<file path="src/rtl/core/kts_pkg.sv">
// Shared types and constants for the keyframe track sampler core.
// No dependencies; imported by kts_ctrl, kts_dp and the top level.
package kts_pkg;

    localparam int MAX_KEYS_DEF  = 64;
    localparam int FRAC_BITS_DEF = 16;

    localparam int SLOT_W   = 6;
    localparam int COUNT_W  = 7;
    localparam int VAL_W    = 32;
    localparam int REGION_W = 2;
    localparam int IN_DATA_W  = 168;
    localparam int OUT_DATA_W = 104;

    localparam logic CMD_LOAD   = 1'b0;
    localparam logic CMD_SAMPLE = 1'b1;

    localparam logic [REGION_W-1:0] REGION_BEFORE = 2'd0;
    localparam logic [REGION_W-1:0] REGION_INSIDE = 2'd1;
    localparam logic [REGION_W-1:0] REGION_AFTER  = 2'd2;

    localparam logic [1:0] COMP_X = 2'd0;
    localparam logic [1:0] COMP_Y = 2'd1;
    localparam logic [1:0] COMP_Z = 2'd2;

    typedef struct packed {
        logic       load_wr;
        logic       start;
        logic       first_sel;
        logic       prev_load;
        logic       addr_next;
        logic       div_start;
        logic       last_sel;
        logic       advance;
        logic       mul_en;
        logic [1:0] mul_comp;
        logic       add_en;
        logic [1:0] add_comp;
        logic       out_load;
    } t_cmd;

    typedef struct packed {
        logic first_hit;
        logic seg_hit;
        logic last;
        logic div_done;
        logic out_free;
    } t_status;

endpackage

</file>
<file path="src/rtl/core/kts_ctrl.sv">
// Controller state machine of the keyframe track sampler core.
// Depends on kts_pkg for the command and status structs.
module kts_ctrl (
    input  logic             i_clk,
    input  logic             i_rst_n,
    input  logic             i_s_tvalid,
    input  logic             i_command,
    output logic             o_s_tready,
    input  kts_pkg::t_status i_st,
    output kts_pkg::t_cmd    o_cmd
);
    import kts_pkg::*;

    typedef enum logic [3:0] {
        S_IDLE, S_FETCH0, S_CHK0, S_FETCH, S_CHK, S_DIV,
        S_BL0, S_BL1, S_BL2, S_BL3, S_DONE
    } t_state;

    t_state r_state, n_state;
    logic   w_acc;

    assign o_s_tready = (r_state == S_IDLE);
    assign w_acc      = i_s_tvalid && o_s_tready;

    always_comb begin
        n_state = r_state;
        o_cmd   = '0;
        unique case (r_state)
            S_IDLE: begin
                if (w_acc) begin
                    if (i_command == CMD_SAMPLE) begin
                        o_cmd.start = 1'b1;
                        n_state     = S_FETCH0;
                    end else begin
                        o_cmd.load_wr = 1'b1;
                    end
                end
            end
            S_FETCH0: n_state = S_CHK0;
            S_CHK0: begin
                o_cmd.prev_load = 1'b1;
                o_cmd.addr_next = 1'b1;
                if (i_st.first_hit) begin
                    o_cmd.first_sel = 1'b1;
                    n_state         = S_DONE;
                end else begin
                    n_state = S_FETCH;
                end
            end
            S_FETCH: n_state = S_CHK;
            S_CHK: begin
                priority if (i_st.seg_hit) begin
                    o_cmd.div_start = 1'b1;
                    n_state         = S_DIV;
                end else if (i_st.last) begin
                    o_cmd.last_sel = 1'b1;
                    n_state        = S_DONE;
                end else begin
                    o_cmd.prev_load = 1'b1;
                    o_cmd.advance   = 1'b1;
                    n_state         = S_FETCH;
                end
            end
            S_DIV: if (i_st.div_done) n_state = S_BL0;
            S_BL0: begin
                o_cmd.mul_en   = 1'b1;
                o_cmd.mul_comp = COMP_X;
                n_state        = S_BL1;
            end
            S_BL1: begin
                o_cmd.mul_en   = 1'b1;
                o_cmd.mul_comp = COMP_Y;
                o_cmd.add_en   = 1'b1;
                o_cmd.add_comp = COMP_X;
                n_state        = S_BL2;
            end
            S_BL2: begin
                o_cmd.mul_en   = 1'b1;
                o_cmd.mul_comp = COMP_Z;
                o_cmd.add_en   = 1'b1;
                o_cmd.add_comp = COMP_Y;
                n_state        = S_BL3;
            end
            S_BL3: begin
                o_cmd.add_en   = 1'b1;
                o_cmd.add_comp = COMP_Z;
                n_state        = S_DONE;
            end
            S_DONE: begin
                if (i_st.out_free) begin
                    o_cmd.out_load = 1'b1;
                    n_state        = S_IDLE;
                end
            end
            default: n_state = S_IDLE;
        endcase
    end

    always_ff @(posedge i_clk) begin
        if (!i_rst_n) begin
            r_state <= S_IDLE;
        end else begin
            r_state <= n_state;
        end
    end

    // result only moves to the output register when it is free
    a_out_free: assert property (@(posedge i_clk) disable iff (!i_rst_n)
        o_cmd.out_load |-> i_st.out_free) else $error("output overwritten");
    // blend steps run through the state order, never skipping the divider
    a_div_before_blend: assert property (@(posedge i_clk) disable iff (!i_rst_n)
        (r_state == S_BL0) |-> $past(i_st.div_done)) else $error("blend early");
    a_no_accept_busy: assert property (@(posedge i_clk) disable iff (!i_rst_n)
        o_cmd.start |=> !o_s_tready) else $error("accepted while busy");

endmodule

</file>
<file path="config.mk">
export PLATFORM = sky130hd
export DESIGN_NAME = kts_ctrl
export DESIGN_NICKNAME = d
export VERILOG_FILES = /design/src/rtl/core/kts_pkg.sv /design/src/rtl/core/kts_ctrl.sv
export SDC_FILE = /design/constraint.sdc
export NUM_CORES = 1
export LEC_CHECK = 0
export BUFFER_PORTS_ARGS = -buffer_cell sky130_fd_sc_hd__clkbuf_2
export CORE_AREA = 2 2 39 41
export DETAILED_ROUTE_END_ITERATION = 16
export DIE_AREA = 0 0 41 43
export PLACE_DENSITY = 0.68
export SYNTH_ARGS = -nofsm -noshare
export SYNTH_HDL_FRONTEND = slang
export SYNTH_SLANG_ARGS = --single-unit
</file>
<file path="constraint.sdc">
create_clock -name i_clk -period 1.4 [get_ports i_clk]
set_clock_uncertainty 0.2 [all_clocks]
set_input_delay 0 -clock i_clk [delete_from_list [all_inputs] [get_ports i_clk]]
set_output_delay 0 -clock i_clk [all_outputs]
set_load 0.03 [all_outputs]
</file>
==> flow_metrics.py <==
metrics = {
    "status": {
        "outcome": "complete, but fails checks",
        "violations": "setup timing",
    },
    "sta": {
        "setup_viol": 20,
        "fin_crit_sh_pct": 128,
        "rsz0062_at_grt": "yes",
        "fmax_mhz": 559,
        "worst_pin_slew_ns": 0.302,
        "slew_headroom_pct": 79.8,
        "period_needed_ns": 1.79,
        "finalHoldViolCount": 0,
        "worst_slack_ns": -0.390,
        "drv_slew": 0,
        "tns_ns": -5.01,
    },
    "layout": {
        "n_antenna_cell": 0,
        "seqCellArea_um2": 87.6,
        "fin_nets": 121,
        "fillCellCount": 63,
        "largest_register_ffs": 4,
        "drive_gt1_share_pct": 80.9,
        "regMostFlops": "r_state",
        "multi_input_area_um2": 488,
        "finalInstanceArea_mm2": 0.00118,
        "areaGrowthSynthToFinish_pct": 184,
        "largestRegisters": "r_state: 4 flops",
        "layout.cells.non_filler": 126,
    },
    "worst_setup_path": {
        "worst-path-buf-inv": 1,
        "slowest_stage": "or4b_4",
        "critPathCaptureType": "primary output",
        "cp_cell_sequence": "or4b_4, nor3b_4, clkbuf_8",
        "reg2reg_slack_ns": -0.38,
        "worstPathMaxFanout": 3,
        "reg2reg_to": "r_state[3]$_SDFFE_PN0P_",
        "cp-start-kind": "flop",
        "required_ns": 1.20,
        "r2r_cells": 4,
        "critPathMaxStageDelay_ns": 0.58,
        "crit_family": "simple AND/OR/NAND/NOR gates",
        "arrival_ns": 1.59,
        "path_class": "flop to primary output",
        "cp_num_cells": 3,
        "rr_startpoint": "r_state[0]$_SDFFE_PN0P_",
    },
    "detailed_routing": {
        "drt-initial-drc-count": 35,
        "routedWlPerCell_um": 20.8,
        "finalWirelength_um": 2620,
        "vias": 733,
        "drtAntennaViolNets": 0,
        "drtPass1Iterations": 4,
        "drc_errors": 0,
        "via_per_inst": 5.82,
    },
    "clocking": {
        "cts_buffer_depth": 2,
        "clock_latency_ns": 0.23,
        "cts_htree_levels": 1,
        "cts_buffers": 3,
        "clkSlewWorstSetupHoldPaths_ns": 0.04,
        "tritoncts": "yes",
        "cts_root_buffer": "clkbuf_4",
        "clock_sinks": 4,
    },
    "min_path": {
        "hp-class": "input pin to flop",
        "hp-start": "i_st[3]",
        "min_path_cells": 3,
        "min_to": "r_state[2]$_SDFFE_PN0P_",
    },
    "pwr": {
        "ir_drop_mv": 0.652,
        "p_leak_nw": 0.539,
        "p_per_area_mw_per_mm2": 800,
    },
    "global_routing": {
        "grt_pass1_wl_um": 3310,
        "overflow": 0,
        "gr-usage-all-layers_pct": 27.7,
        "antenna_found_initial": 0,
        "grt_pass1_vias": 648,
        "grt_max_degree": 10,
    },
    "die": {
        "coreArea_mm2": 0.00138,
        "start_util_pct": 30.2,
        "die_h_um": 43,
        "rows": 14,
        "die_w_um": 41,
        "die_area_mm2": 0.00176,
        "design.portCount": 25,
    },
    "placed_design": {
        "place_area_um2": 721,
        "place_ws_ns": -0.154,
        "gp_congestion": 0.893,
        "portBuffers": 24,
        "dpl.cell_count": 108,
        "dpl.hpwl_um": 1150,
    },
    "synth": {
        "avgSynthCellArea_um2": 7.46,
        "synth_warnings": 0,
        "synthesis.nets": 65,
        "ys_ff_latch": 4,
        "syn_area_um2": 418,
        "synth_cell_types": 31,
        "netlist_instances": 56,
        "seq_area_frac_synth_pct": 19.2,
    },
    "flow_run": {
        "cap_violations": 0,
    },
}
==> repair_timing <==
item	CTS	global route
hold buffers	2	0
setup buffers	3	12
gates cloned	0	0
gates resized for setup	51	38
endpoints found under the setup margin	19	20
pin swaps	10	10
hold endpoints to repair	3	0
==> cell usage after synthesis, drive strengths merged <==
| cell type | instances | area (um^2) |
|---|---|---|
| a21o | 1 | 7.51 |
| a221oi | 1 | 8.76 |
| a31o | 1 | 8.76 |
| a31oi | 2 | 12.5 |
| a32o | 1 | 10.0 |
| and2 | 2 | 12.5 |
| and3 | 4 | 25.0 |
| buf | 2 | 10.0 |
| clkbuf | 2 | 7.51 |
| dfxtp | 4 | 80.1 |
| inv | 3 | 11.3 |
| nand2 | 3 | 11.3 |
| nand2b | 1 | 6.26 |
| nand4b | 1 | 8.76 |
| nor2 | 5 | 18.8 |
| nor2b | 1 | 6.26 |
| nor3 | 5 | 30.0 |
| nor3b | 4 | 35.0 |
| nor4 | 2 | 18.8 |
| o21ai | 2 | 10.0 |
| o21bai | 1 | 7.51 |
| o31a | 1 | 8.76 |
| o31ai | 1 | 7.51 |
| or2 | 2 | 12.5 |
| or3b | 1 | 8.76 |
| or4b | 1 | 13.8 |
| or4bb | 1 | 11.3 |
| xnor2 | 1 | 8.76 |
==> how the worst max path moves through the flow <==
stage | end | slack, ns | start
after floorplan | r_state[3]$_SDFFE_PN0P_ | -0.29 | r_state[1]$_SDFFE_PN0P_
after global placement | o_cmd[11] | -0.12 | r_state[3]$_SDFFE_PN0P_
after detailed placement | o_cmd[11] | -0.15 | r_state[3]$_SDFFE_PN0P_
after CTS | o_cmd[11] | -0.34 | r_state[1]$_SDFFE_PN0P_
after global routing | o_cmd[8] | -0.40 | r_state[1]$_SDFFE_PN0P_
final | o_cmd[8] | -0.39 | r_state[1]$_SDFFE_PN0P_
==> worst min-delay path, delay by kind of cell <==
| kind | cells | cell delay, ns |
|---|---|---|
| buf+inv | 1 | 0.18 |
| simple gates | 2 | 0.23 |
==> logic make-up after synthesis <==
logic type / synth area share, %
buffers and inverters: 6.89
DFF: 19.2
AOI/OAI and AO/OA: 19.5
xor gates and xnor gates: 2.10
and+or+nand+nor: 52.4
==> layout by cell type, fill, tap and decap left out, types with 2 or more instances in the layout <==
cell type,count
dfxtp_2,3
nor2_4,3
nand2_4,2
clkbuf_4,3
or2_4,2
buf_4,18
inv_1,2
buf_6,11
and2_4,2
and3_4,4
clkbuf_2,8
a31oi_1,2
dlygate4sd3_1,2
clkbuf_8,3
o21ai_0,2
buf_8,13
nor2_1,2
nor3b_1,2
nor3_4,3
==> stage by stage <==
step | utilization (%) | total power [W] | hold WS, ns
after global placement | 52.1 | 0.000490 | 0.0770
after global routing | 85.6 | 0.000980 | 0.0498
after floorplan | - | 0.000355 | -0.159
after CTS | 72.2 | 0.000755 | 0.0193
after detailed placement | 52.1 | 0.000497 | 0.0777
final | 85.6 | 0.000948 | 0.0181
==> routing by layer <==
metal / vias to the layer above / part of all wire (%) / track usage (%)
li1: 323 / - / -
met1: 344 / 41 / 37.1
met2: 61 / 49 / 44.7
met3: 5 / 9.1 / 4.71
met4: 0 / 1.2 / 6.00
met5: - / 0 / 0
==> where the power goes <==
part / leakage, nW / switching [W] / total [W] / internal, W
clock network: 0.0138 / 0.0000499 / 0.000146 / 0.0000961
logic: 0.491 / 0.000314 / 0.000658 / 0.000344
registers: 0.0347 / 0.0000149 / 0.000145 / 0.000130
total: 0.539 / 0.000379 / 0.000948 / 0.000570
==> area by class of cell <==
| class | instances | share of cell area, % |
|---|---|---|
| Timing Repair Buffer | 55 | 46.9 |
| Inverter | 3 | 0.950 |
| Clock buffer | 3 | 1.90 |
| Multi-Input combinational cell | 45 | 41.2 |
| Sequential cell | 4 | 7.39 |
| Tap cell | 16 | 1.69 |
Power figures use the tool's default switching activity.
